<file path="src/rtl/selective_ack_window_sender_macros.svh">
// Assertion macros for the selective-ack window sender.
// Used by the RTL module; no other dependencies.
`ifndef SELECTIVE_ACK_WINDOW_SENDER_MACROS_SVH
`define SELECTIVE_ACK_WINDOW_SENDER_MACROS_SVH

// Check a property on every rising clock edge outside reset
`define SAWS_ASSERT(lbl, clk, rst_n, prop) \
  lbl: assert property (@(posedge clk) disable iff (!rst_n) (prop)) \
    else $error("selective_ack_window_sender: check failed");

// Check that a condition never holds
`define SAWS_ASSERT_NEVER(lbl, clk, rst_n, cond) \
  `SAWS_ASSERT(lbl, clk, rst_n, !(cond))

`endif

</file>
<file path="src/rtl/saws_pkg.sv">
// Shared constants for the selective-ack window sender.
// Field widths, command and register codes, reset values; no dependencies.
package saws_pkg;

  // Field widths
  localparam int CMD_W      = 2;
  localparam int TYPE_W     = 2;
  localparam int PSEQ_W     = 16;
  localparam int SEND_SEQ_W = 10;
  localparam int WIN_W      = 6;
  localparam int TOTAL_W    = 11;
  localparam int TIMEOUT_W  = 16;
  localparam int CFG_IDX_W  = 2;
  localparam int CFG_DATA_W = 16;

  // Storage and clamp limits
  localparam int MAX_PACKETS_DEF = 1024;
  localparam int MAX_WINDOW      = 32;

  // Commands
  localparam logic [CMD_W-1:0] CMD_START  = 2'd0;
  localparam logic [CMD_W-1:0] CMD_PACKET = 2'd1;
  localparam logic [CMD_W-1:0] CMD_TICK   = 2'd2;

  // Packet type of an acknowledgement
  localparam logic [TYPE_W-1:0] PKT_ACK = 2'd3;

  // Configuration register indexes
  localparam logic [CFG_IDX_W-1:0] CFG_WINDOW_SIZE   = 2'd0;
  localparam logic [CFG_IDX_W-1:0] CFG_TOTAL_PACKETS = 2'd1;
  localparam logic [CFG_IDX_W-1:0] CFG_TIMEOUT_TICKS = 2'd2;

  // Configuration reset values
  localparam logic [WIN_W-1:0]     WINDOW_SIZE_RST   = 6'd8;
  localparam logic [TOTAL_W-1:0]   TOTAL_PACKETS_RST = 11'd1;
  localparam logic [TIMEOUT_W-1:0] TIMEOUT_TICKS_RST = 16'd500;

endpackage

</file>
<file path="src/rtl/saws_in_if.sv">
// Input channel of the selective-ack window sender: commands and packets.
// Depends on saws_pkg for field widths.
interface saws_in_if;
  logic                         valid;
  logic                         ready;
  logic [saws_pkg::CMD_W-1:0]   command;
  logic [saws_pkg::TYPE_W-1:0]  packet_type;
  logic [saws_pkg::PSEQ_W-1:0]  packet_seq;

  modport source (output valid, command, packet_type, packet_seq, input ready);
  modport sink   (input valid, command, packet_type, packet_seq, output ready);
endinterface

</file>
<file path="src/rtl/saws_out_if.sv">
// Result channel of the selective-ack window sender: send requests and done.
// Depends on saws_pkg for field widths.
interface saws_out_if;
  logic                             valid;
  logic                             ready;
  logic [saws_pkg::SEND_SEQ_W-1:0]  send_seq;
  logic                             send_valid;
  logic                             transfer_done;
  logic                             last_of_run;

  modport source (output valid, send_seq, send_valid, transfer_done, last_of_run,
                  input ready);
  modport sink   (input valid, send_seq, send_valid, transfer_done, last_of_run,
                  output ready);
endinterface

</file>
<file path="src/rtl/selective_ack_window_sender.sv">
// Selective-repeat sender window control, built around one shared adder under a small
// sequencer, with the acknowledged bitmap in a MAX_PACKETS x 1 memory (one port for
// writes, one registered read). Uses saws_pkg, saws_in_if, saws_out_if and the macro
// header. The block takes one command transaction at a time and is not ready until it
// has handed its last result to the output register. A packet or tick is accepted, then
// the round end is checked on the shared adder. A round end sizes the window, then reads
// and tests each window entry in turn (memory read, then test), as the bitmap has a
// single read port, and then releases the final request; results stall in the test
// and release steps when the sink holds off. A start command first clears the bitmap,
// one entry per cycle, before the first round begins; configuration writes are taken
// at any time.
`include "selective_ack_window_sender_macros.svh"

module selective_ack_window_sender #(
  parameter int MAX_PACKETS = saws_pkg::MAX_PACKETS_DEF
) (
  input  logic                              clk_i,
  input  logic                              rst_ni,
  input  logic                              cfg_we_i,
  input  logic [saws_pkg::CFG_IDX_W-1:0]    cfg_idx_i,
  input  logic [saws_pkg::CFG_DATA_W-1:0]   cfg_wdata_i,
  saws_in_if.sink                           item_i,
  saws_out_if.source                        result_o
);

  localparam int AddrW  = $clog2(MAX_PACKETS);
  localparam int LimW   = $clog2(MAX_PACKETS + 1) + 1;
  localparam int TotW   = saws_pkg::TOTAL_W;
  localparam int WinW   = saws_pkg::WIN_W;
  localparam int TimW   = saws_pkg::TIMEOUT_W;
  localparam int AluW   = TotW + 1;

  typedef enum logic [7:0] {
    ST_IDLE     = 8'b0000_0001,
    ST_CLEAR    = 8'b0000_0010,
    ST_EVAL     = 8'b0000_0100,
    ST_ROUND    = 8'b0000_1000,
    ST_SCAN_RD  = 8'b0001_0000,
    ST_SCAN_CHK = 8'b0010_0000,
    ST_FLUSH    = 8'b0100_0000,
    ST_DONE     = 8'b1000_0000
  } state_e;

  // Configuration registers
  logic [WinW-1:0] cfg_win_q;
  logic [TotW-1:0] cfg_total_q;
  logic [TimW-1:0] cfg_timeout_q;

  always_ff @(posedge clk_i or negedge rst_ni) begin
    if (!rst_ni) begin
      cfg_win_q     <= saws_pkg::WINDOW_SIZE_RST;
      cfg_total_q   <= saws_pkg::TOTAL_PACKETS_RST;
      cfg_timeout_q <= saws_pkg::TIMEOUT_TICKS_RST;
    end else if (cfg_we_i) begin
      unique case (cfg_idx_i)
        saws_pkg::CFG_WINDOW_SIZE:   cfg_win_q     <= cfg_wdata_i[WinW-1:0];
        saws_pkg::CFG_TOTAL_PACKETS: cfg_total_q   <= cfg_wdata_i[TotW-1:0];
        saws_pkg::CFG_TIMEOUT_TICKS: cfg_timeout_q <= cfg_wdata_i[TimW-1:0];
        default: ;
      endcase
    end
  end

  // Effective limits
  logic [WinW-1:0] eff_win;
  logic [TotW-1:0] eff_total;
  logic [AluW-1:0] eff_total_x;
  logic [TimW-1:0] eff_timeout;

  always_comb begin
    if (cfg_win_q == '0) begin
      eff_win = WinW'(1);
    end else if ({1'b0, cfg_win_q} > (WinW + 1)'(saws_pkg::MAX_WINDOW)) begin
      eff_win = WinW'(saws_pkg::MAX_WINDOW);
    end else begin
      eff_win = cfg_win_q;
    end
    if (LimW'(cfg_total_q) > LimW'(MAX_PACKETS)) begin
      eff_total = TotW'(MAX_PACKETS);
    end else begin
      eff_total = cfg_total_q;
    end
    eff_total_x = {1'b0, eff_total};
    eff_timeout = (cfg_timeout_q == '0) ? TimW'(1) : cfg_timeout_q;
  end

  // Sequencer state
  state_e                state_q, state_d;
  logic [TotW-1:0]       next_exp_q, next_exp_d;
  logic [TotW-1:0]       base_q, base_d;
  logic [TimW-1:0]       timer_q, timer_d;
  logic                  running_q, running_d;
  logic [WinW-1:0]       idx_q, idx_d;
  logic [WinW-1:0]       count_q, count_d;
  logic [AddrW-1:0]      clr_q, clr_d;
  logic                  pend_valid_q, pend_valid_d;
  logic [TotW-1:0]       pend_seq_q, pend_seq_d;
  logic [TotW-1:0]       scan_seq_q, scan_seq_d;

  // Output register
  logic                             out_valid_q;
  logic [saws_pkg::SEND_SEQ_W-1:0]  out_seq_q;
  logic                             out_send_q, out_done_q, out_last_q;
  logic                             out_free, out_load;
  logic [TotW-1:0]                  load_seq;
  logic                             load_send, load_done, load_last;

  // Bitmap memory
  logic             mem [MAX_PACKETS];
  logic             mem_we, mem_wdata, mem_re;
  logic [AddrW-1:0] mem_waddr, mem_raddr;
  logic             rd_q;

  // Shared adder
  logic [AluW-1:0] alu_a, alu_b, alu_y;
  logic            alu_sub;

  logic accept, is_ack, ack_in_range;

  assign item_i.ready = (state_q == ST_IDLE);
  assign accept       = item_i.valid && item_i.ready;
  assign is_ack       = (item_i.packet_type == saws_pkg::PKT_ACK);
  assign ack_in_range = ((saws_pkg::PSEQ_W + 1)'(item_i.packet_seq) <
                         (saws_pkg::PSEQ_W + 1)'(MAX_PACKETS));
  assign out_free     = !out_valid_q || result_o.ready;

  // Select adder operands per step
  always_comb begin
    alu_a   = {1'b0, base_q};
    alu_b   = AluW'(eff_win);
    alu_sub = 1'b0;
    unique case (state_q)
      ST_ROUND: begin
        alu_a   = eff_total_x;
        alu_b   = {1'b0, base_q};
        alu_sub = 1'b1;
      end
      ST_SCAN_RD: begin
        alu_b = AluW'(idx_q);
      end
      default: ;
    endcase
    alu_y = alu_sub ? (alu_a - alu_b) : (alu_a + alu_b);
  end

  // Sequencer
  always_comb begin
    state_d      = state_q;
    next_exp_d   = next_exp_q;
    base_d       = base_q;
    timer_d      = timer_q;
    running_d    = running_q;
    idx_d        = idx_q;
    count_d      = count_q;
    clr_d        = clr_q;
    pend_valid_d = pend_valid_q;
    pend_seq_d   = pend_seq_q;
    scan_seq_d   = scan_seq_q;
    out_load     = 1'b0;
    load_seq     = pend_seq_q;
    load_send    = 1'b1;
    load_done    = 1'b0;
    load_last    = 1'b0;
    mem_we       = 1'b0;
    mem_wdata    = 1'b1;
    mem_waddr    = AddrW'(item_i.packet_seq);
    mem_re       = 1'b0;
    mem_raddr    = AddrW'(alu_y);

    unique case (state_q)
      ST_IDLE: begin
        if (accept) begin
          unique case (item_i.command)
            saws_pkg::CMD_START: begin
              next_exp_d = '0;
              base_d     = '0;
              running_d  = 1'b1;
              clr_d      = '0;
              state_d    = ST_CLEAR;
            end
            saws_pkg::CMD_PACKET: begin
              if (running_q) begin
                if (is_ack) begin
                  mem_we  = ack_in_range;
                  timer_d = '0;
                end
                if (item_i.packet_seq == saws_pkg::PSEQ_W'(next_exp_q) &&
                    next_exp_q < eff_total) begin
                  next_exp_d = next_exp_q + TotW'(1);
                end
                state_d = ST_EVAL;
              end
            end
            saws_pkg::CMD_TICK: begin
              if (running_q) begin
                if (timer_q != '1) timer_d = timer_q + TimW'(1);
                state_d = ST_EVAL;
              end
            end
            default: ;
          endcase
        end
      end
      // Wipe the bitmap, one entry per cycle
      ST_CLEAR: begin
        mem_we    = 1'b1;
        mem_wdata = 1'b0;
        mem_waddr = clr_q;
        clr_d     = clr_q + AddrW'(1);
        if (clr_q == AddrW'(MAX_PACKETS - 1)) state_d = ST_ROUND;
      end
      // Decide whether the round ends; the adder gives base plus window
      ST_EVAL: begin
        if (timer_q >= eff_timeout || {1'b0, next_exp_q} > alu_y) begin
          if (next_exp_q > base_q) base_d = next_exp_q;
          state_d = ST_ROUND;
        end else begin
          state_d = ST_IDLE;
        end
      end
      // Start a round, or end the transfer once base reaches the total; the adder gives the packets left
      ST_ROUND: begin
        timer_d = '0;
        idx_d   = '0;
        if (base_q >= eff_total) begin
          running_d = 1'b0;
          state_d   = ST_DONE;
        end else begin
          count_d = (alu_y > AluW'(eff_win)) ? eff_win : alu_y[WinW-1:0];
          state_d = ST_SCAN_RD;
        end
      end
      // Read the bitmap at base plus index
      ST_SCAN_RD: begin
        mem_re     = 1'b1;
        scan_seq_d = alu_y[TotW-1:0];
        idx_d      = idx_q + WinW'(1);
        state_d    = ST_SCAN_CHK;
      end
      // Queue an unacknowledged packet, releasing the one held before it
      ST_SCAN_CHK: begin
        if (!rd_q && pend_valid_q && !out_free) begin
          state_d = ST_SCAN_CHK;
        end else begin
          if (!rd_q) begin
            out_load     = pend_valid_q;
            pend_valid_d = 1'b1;
            pend_seq_d   = scan_seq_q;
          end
          state_d = (idx_q == count_q) ? ST_FLUSH : ST_SCAN_RD;
        end
      end
      // Release the held request as the last of the run
      ST_FLUSH: begin
        if (!pend_valid_q) begin
          state_d = ST_IDLE;
        end else if (out_free) begin
          out_load     = 1'b1;
          load_last    = 1'b1;
          pend_valid_d = 1'b0;
          state_d      = ST_IDLE;
        end
      end
      ST_DONE: begin
        if (out_free) begin
          out_load  = 1'b1;
          load_seq  = '0;
          load_send = 1'b0;
          load_done = 1'b1;
          load_last = 1'b1;
          state_d   = ST_IDLE;
        end
      end
      default: state_d = ST_IDLE;
    endcase
  end

  // Control registers
  always_ff @(posedge clk_i or negedge rst_ni) begin
    if (!rst_ni) begin
      state_q      <= ST_IDLE;
      next_exp_q   <= '0;
      base_q       <= '0;
      timer_q      <= '0;
      running_q    <= 1'b0;
      idx_q        <= '0;
      count_q      <= '0;
      clr_q        <= '0;
      pend_valid_q <= 1'b0;
      out_valid_q  <= 1'b0;
    end else begin
      state_q      <= state_d;
      next_exp_q   <= next_exp_d;
      base_q       <= base_d;
      timer_q      <= timer_d;
      running_q    <= running_d;
      idx_q        <= idx_d;
      count_q      <= count_d;
      clr_q        <= clr_d;
      pend_valid_q <= pend_valid_d;
      if (out_load) begin
        out_valid_q <= 1'b1;
      end else if (result_o.ready) begin
        out_valid_q <= 1'b0;
      end
    end
  end

  // Payload registers
  always_ff @(posedge clk_i) begin
    pend_seq_q <= pend_seq_d;
    scan_seq_q <= scan_seq_d;
    if (out_load) begin
      out_seq_q  <= load_seq[saws_pkg::SEND_SEQ_W-1:0];
      out_send_q <= load_send;
      out_done_q <= load_done;
      out_last_q <= load_last;
    end
  end

  // Bitmap memory with registered read
  always_ff @(posedge clk_i) begin
    if (mem_we) mem[mem_waddr] <= mem_wdata;
    if (mem_re) rd_q <= mem[mem_raddr];
  end

  assign result_o.valid         = out_valid_q;
  assign result_o.send_seq      = out_seq_q;
  assign result_o.send_valid    = out_send_q;
  assign result_o.transfer_done = out_done_q;
  assign result_o.last_of_run   = out_last_q;

  // Checks
  `SAWS_ASSERT(a_load_into_free, clk_i, rst_ni, out_load |-> out_free)
  `SAWS_ASSERT_NEVER(a_idle_no_pending, clk_i, rst_ni, (state_q == ST_IDLE) && pend_valid_q)
  `SAWS_ASSERT(a_scan_in_range, clk_i, rst_ni, (state_q == ST_SCAN_RD) |-> (alu_y < eff_total_x))
  `SAWS_ASSERT(a_done_stops, clk_i, rst_ni, (out_load && load_done) |=> !running_q)

endmodule
</file>
<file path="src/flat_wrapper.sv">
// flat-port wrapper written by rule: the top's interface ports become plain ports
module selective_ack_window_sender_flat 
#(
  parameter int MAX_PACKETS = saws_pkg::MAX_PACKETS_DEF
)
  (clk_i, rst_ni, cfg_we_i, cfg_idx_i, cfg_wdata_i, item_i_valid, item_i_command, item_i_packet_type, item_i_packet_seq, item_i_ready, result_o_valid, result_o_send_seq, result_o_send_valid, result_o_transfer_done, result_o_last_of_run, result_o_ready);
  saws_in_if item_i_i ();
  saws_out_if result_o_i ();
  input  logic clk_i;
  input  logic rst_ni;
  input  logic cfg_we_i;
  input  logic [saws_pkg::CFG_IDX_W-1:0] cfg_idx_i;
  input  logic [saws_pkg::CFG_DATA_W-1:0] cfg_wdata_i;
  input wire logic [$bits(item_i_i.valid)-1:0] item_i_valid;
  input wire logic [$bits(item_i_i.command)-1:0] item_i_command;
  input wire logic [$bits(item_i_i.packet_type)-1:0] item_i_packet_type;
  input wire logic [$bits(item_i_i.packet_seq)-1:0] item_i_packet_seq;
  output wire logic [$bits(item_i_i.ready)-1:0] item_i_ready;
  output wire logic [$bits(result_o_i.valid)-1:0] result_o_valid;
  output wire logic [$bits(result_o_i.send_seq)-1:0] result_o_send_seq;
  output wire logic [$bits(result_o_i.send_valid)-1:0] result_o_send_valid;
  output wire logic [$bits(result_o_i.transfer_done)-1:0] result_o_transfer_done;
  output wire logic [$bits(result_o_i.last_of_run)-1:0] result_o_last_of_run;
  input wire logic [$bits(result_o_i.ready)-1:0] result_o_ready;
  assign item_i_i.valid = item_i_valid;
  assign item_i_i.command = item_i_command;
  assign item_i_i.packet_type = item_i_packet_type;
  assign item_i_i.packet_seq = item_i_packet_seq;
  assign item_i_ready = item_i_i.ready;
  assign result_o_valid = result_o_i.valid;
  assign result_o_send_seq = result_o_i.send_seq;
  assign result_o_send_valid = result_o_i.send_valid;
  assign result_o_transfer_done = result_o_i.transfer_done;
  assign result_o_last_of_run = result_o_i.last_of_run;
  assign result_o_i.ready = result_o_ready;
  selective_ack_window_sender #(.MAX_PACKETS(MAX_PACKETS)) u_core (.clk_i(clk_i), .rst_ni(rst_ni), .cfg_we_i(cfg_we_i), .cfg_idx_i(cfg_idx_i), .cfg_wdata_i(cfg_wdata_i), .item_i(item_i_i), .result_o(result_o_i));
endmodule
</file>
<file path="config.mk">
export PLATFORM = sky130hd
export DESIGN_NAME = selective_ack_window_sender_flat
export DESIGN_NICKNAME = d
export VERILOG_FILES = /design/src/rtl/saws_pkg.sv /design/src/rtl/saws_in_if.sv /design/src/rtl/saws_out_if.sv /design/src/rtl/selective_ack_window_sender.sv /design/src/flat_wrapper.sv
export VERILOG_INCLUDE_DIRS = /design/src /design/src/rtl
export SDC_FILE = /design/constraint.sdc
export NUM_CORES = 2
export LEC_CHECK = 0
export BUFFER_PORTS_ARGS = -buffer_cell sky130_fd_sc_hd__buf_2
export CORE_ASPECT_RATIO = 1.5
export CORE_MARGIN = 2
export CORE_UTILIZATION = 33
export DETAILED_ROUTE_END_ITERATION = 8
export GPL_TIMING_DRIVEN = 0
export HOLD_SLACK_MARGIN = 0.1
export PLACE_DENSITY_LB_ADDON = 0.15
export SLEW_MARGIN = 0
export SYNTH_ARGS = -nofsm -noshare
export SYNTH_HDL_FRONTEND = slang
export SYNTH_SLANG_ARGS = --single-unit
</file>
<file path="constraint.sdc">
create_clock -name clk_i -period 28.4 [get_ports clk_i]
set_input_delay 2.84 -clock clk_i [delete_from_list [all_inputs] [get_ports clk_i]]
set_output_delay 2.84 -clock clk_i [all_outputs]
set_load 0.01 [all_outputs]
</file>
==> metrics.log <==
INFO  metric outcome = finished with violations
INFO  metric failed_checks = capacitance limit, slew limit
INFO  metric hold_viol_final = 0
INFO  metric nets = 4,266
INFO  metric timing.critical_path.mode_cell = sky130_fd_sc_hd__clkbuf_1
INFO  metric layout-area-overhead-vs-synth = 13.42%
INFO  metric grt_overflow = 0
INFO  metric critPathLaunch = u_core.state_q[1]$_DFFE_PN0P_
INFO  metric pin_count_of_the_biggest_net_entering_global_routing = 102
INFO  metric stdcell_count = 6,334
INFO  metric setup_viol = 0
INFO  metric die_width = 332.5 um
INFO  metric hold_class = register to register
INFO  metric cts_resized = 0
INFO  metric cellPowerDensity = between 100 and 150 nW/um2
INFO  metric final.min_clock_period = 11.02 ns
INFO  metric multiInputGateArea = 17,590 um2
INFO  metric yosysSeqAreaShare = between 60% and 70%
INFO  metric fp.dieArea = 165,200 um2
INFO  metric stage_delay_of_the_slowest_cell_on_the_critical_path = 1.16 ns
INFO  metric layout_common_cells = sky130_fd_sc_hd__nor2_1, sky130_fd_sc_hd__edfxtp_1, sky130_fd_sc_hd__mux4_2
INFO  metric vdd_ir_drop_max = 0.09695 mV
INFO  metric cts_inserted_buffers = between 100 and 150
INFO  metric route.antenna.remaining_nets = 0
INFO  metric timing.reg2reg.worst_path_depth = 27
INFO  metric initialDrtViolationCount = ~3,400
INFO  metric regArea = 34,380 um2
INFO  metric synth-async-reset-ratio = around 9.0%
INFO  metric r2r-start = u_core.state_q[1]$_DFFE_PN0P_
INFO  metric totalPowerFinal = 0.007079 W
INFO  metric core.rowCount = 180
INFO  metric crit_path_max_fanout = 10
INFO  metric clk_root_buffer_cell = sky130_fd_sc_hd__clkbuf_16
INFO  metric synthesized_cell_area = 53,420 um2
INFO  metric worst_slew_pin_slew = 1.633 ns
INFO  metric final_layout_size_suffix_gt1_share = between 10% and 20%
INFO  metric ys_top_cells_by_area = sky130_fd_sc_hd__edfxtp_1, sky130_fd_sc_hd__mux4_2, sky130_fd_sc_hd__nor2_1
INFO  metric synth_fp_nets = 4,075
INFO  metric cts.htree.levels = 3
INFO  metric finalCritPeriodShare = between 30 and 40%
INFO  metric path_class = register to register
INFO  metric clk_pin_slew = 0.06 ns
INFO  metric timing.clock.skew = 0.05377 ns
INFO  metric core_region_area = 160,600 um2
INFO  metric drtPass1Iterations = 6
INFO  metric timing.final.max_slew_violations = 53
INFO  metric drv_cap = 7
INFO  metric relative_slew_margins = -9.223%
INFO  metric grt_first_pass_wirelength = 273,900 um
INFO  metric clkLatencyLatePin = 0.78 ns
INFO  metric timing.reg2reg.setup_slack = 17.38 ns
INFO  metric drt_drc_violations_left = 0
INFO  metric synthCells = 3,947
INFO  metric via_count_of_the_first_global_routing_pass = 35,330
INFO  metric postPlaceCellArea = 56,820 um2
INFO  metric vias = around 35,000
INFO  metric synth_top_flop_cell = sky130_fd_sc_hd__edfxtp_1
INFO  metric finalWeightedCongestion = ~0.95
INFO  metric finish.instance_area = 60,590 um2
INFO  metric synth-edff-count = 1,058
INFO  metric hpwl = 140,500 um
INFO  metric layout_commonest_cell = sky130_fd_sc_hd__nor2_1
INFO  metric route.final.wire_length = approximately 200,000 um
INFO  metric maximum_frequency_from_static_timing_analysis = approximately 90 MHz
INFO  metric cp-end-kind = register
INFO  metric antenna_found_initial = 8
INFO  metric total_number_of_clock_tree_sinks = 1,162
INFO  metric yosysUniqueCellTypes = 81
INFO  metric ioPinCount = 58
INFO  metric critPathArrivalTime = 11.63 ns
INFO  metric cellLeakagePower = 17.72 nW
INFO  metric clock_path_buffers = 3
INFO  metric place.detailed.instances = 6,115
INFO  metric cp-start-kind = register
INFO  metric post_cts_hold_buffer_count = 0
INFO  metric postCtsSetupBuffers = 0
INFO  metric synthesis.yosys.warnings = 0
INFO  metric netlist.area_leader.share = 59.47%
INFO  metric critical_path.reg2reg.endpoint = u_core.base_q[3]$_DFFE_PN0P_
INFO  metric cts_tree = built
INFO  metric routed_len_inst = 31.58 um
INFO  metric worst_path_max_delay_cell = sky130_fd_sc_hd__clkbuf_1
INFO  metric ffs_latches_synth = 1,162
INFO  metric drt-vias-per-instance = 5.467
INFO  metric yosysTopAreaCell = sky130_fd_sc_hd__edfxtp_1
INFO  metric syn_area_per_cell = 13.54 um2
INFO  metric worst_setup_path_endpoint = u_core.base_q[3]$_DFFE_PN0P_
INFO  metric fillCellCount = 15,560
INFO  metric initial_utilization = between 30% and 40%
INFO  metric global_route_usage_sum = 23.99%
INFO  metric number_of_buffer_cells_added_on_primary_ports = 57
INFO  metric grt_setup_unrepaired = false
INFO  metric die-height = 496.8 um
INFO  metric crit_required = 29.01 ns
layout make-up:
class / count / area share [%]
sequential: 1162 / 56.75
multi-input combinational: 2403 / 29.02
clock buffer: 143 / 5.057
tap: 2093 / 4.322
buffer: 320 / 2.127
timing repair buffer: 75 / 1.167
clock inverter: 72 / 1.158
inverter: 62 / 0.3841
antenna: 4 / 0.01652
Yosys cell counts, types with 9 or more instances:
cell type,number
sky130_fd_sc_hd__nor2_1,1128
sky130_fd_sc_hd__nor3_1,17
sky130_fd_sc_hd__xnor2_1,19
sky130_fd_sc_hd__o22ai_1,16
sky130_fd_sc_hd__or3_1,14
sky130_fd_sc_hd__xor2_1,11
sky130_fd_sc_hd__dfstp_2,9
sky130_fd_sc_hd__nand2b_1,16
sky130_fd_sc_hd__mux2i_1,29
sky130_fd_sc_hd__and3_1,21
sky130_fd_sc_hd__a21o_1,20
sky130_fd_sc_hd__inv_1,56
sky130_fd_sc_hd__nand2_1,212
sky130_fd_sc_hd__nand3_1,73
sky130_fd_sc_hd__nor2b_1,18
sky130_fd_sc_hd__edfxtp_1,1058
sky130_fd_sc_hd__nand4_1,28
sky130_fd_sc_hd__o31ai_1,10
sky130_fd_sc_hd__mux4_2,290
sky130_fd_sc_hd__dfrtp_1,95
sky130_fd_sc_hd__buf_2,35
sky130_fd_sc_hd__nand3b_1,16
sky130_fd_sc_hd__nor4_1,9
sky130_fd_sc_hd__ha_1,84
sky130_fd_sc_hd__o21ai_0,104
sky130_fd_sc_hd__and2_1,25
sky130_fd_sc_hd__a31oi_1,18
sky130_fd_sc_hd__mux2_2,69
sky130_fd_sc_hd__buf_1,57
sky130_fd_sc_hd__clkbuf_1,225
sky130_fd_sc_hd__a21oi_1,52
flip-flops by register name (all words and copies together) (netlist names), 11 cells and up:
register and cells:
u_core.mem 1024, u_core.cfg_timeout_q 16, u_core.timer_q 16, u_core.base_q 11, u_core.cfg_total_q 11, u_core.next_exp_q 11
through the flow:
| stage | setup TNS [ns] | worst slack, ns | utilization [%] | hold slack, ns |
|---|---|---|---|---|
| after global routing | 0 | 17.09 | 37.73 | 0.4264 |
| after floorplan | 0 | 7.687 | - | 0.4003 |
| after detailed placement | 0 | 17.38 | 35.38 | 0.4080 |
| final | 0 | 17.38 | 37.73 | 0.4174 |
| after CTS | 0 | 17.33 | 37.73 | 0.4196 |
| after global placement | -7859.70 | -7.739 | 35.08 | 0.4048 |
power by group:
group          leakage, nW  switching, W  internal [W]
logic                 6.30       0.00240       0.00113
clock network         1.84      0.000705      0.000866
registers             9.58     0.0000286       0.00195
total                 17.7       0.00313       0.00395
critical path: cells and delay by family, from the launching register on:
| family | cells | cell delay, ns |
|---|---|---|
| adders and majority gates | 3 | 1.53 |
| DFF | 1 | 0.47 |
| AOI/OAI and AO/OA | 7 | 1.36 |
| muxes | 2 | 0.65 |
| buffers and inverters | 10 | 5.74 |
| and+or+nand+nor | 5 | 1.09 |
layer usage:
layer / vias up / routed length [um] / global-route usage [%]
li1: 14850 / - / -
met1: 18100 / 67740 / 24.61
met2: 1245 / 106900 / 45.14
met3: 430 / 10700 / 3.639
met4: 0 / 14640 / 15.74
met5: - / 0 / 0
kinds of logic (layout without fill, tap and decap cells):
| kind of cell | after synthesis | in the layout | share of synthesized area, % |
|---|---|---|---|
| and+or+nand+nor | 1601 | 1601 | 12.44 |
| muxes | 396 | 396 | 14.45 |
| DFF | 1162 | 1162 | 64.36 |
| AOI/OAI and AO/OA | 290 | 290 | 3.431 |
| xor gates and xnor gates | 31 | 31 | 0.5223 |
| adders and majority gates | 85 | 85 | 2.005 |
| other | 0 | 4 | 0 |
| buffers and inverters | 382 | 672 | 2.794 |
worst min-delay path by stage:
| stage | end | slack [ns] | depth (start not counted) | from |
|---|---|---|---|---|
| 2_1_floorplan | u_core.pend_seq_q[0]$_DFFE_PP_ | 0.40 | 0 | u_core.scan_seq_q[0]$_DFFE_PP_ |
| 3_3_place_gp | u_core.pend_seq_q[7]$_DFFE_PP_ | 0.40 | 0 | u_core.scan_seq_q[7]$_DFFE_PP_ |
| 3_5_place_dp | u_core.pend_seq_q[1]$_DFFE_PP_ | 0.41 | 0 | u_core.scan_seq_q[1]$_DFFE_PP_ |
| 4_1_cts | u_core.pend_seq_q[1]$_DFFE_PP_ | 0.42 | 0 | u_core.scan_seq_q[1]$_DFFE_PP_ |
| 5_1_grt | u_core.pend_seq_q[3]$_DFFE_PP_ | 0.43 | 0 | u_core.scan_seq_q[3]$_DFFE_PP_ |
| 6_report | u_core.pend_seq_q[1]$_DFFE_PP_ | 0.42 | 0 | u_core.scan_seq_q[1]$_DFFE_PP_ |
Note: power is estimated with default switching activity, not from simulation.
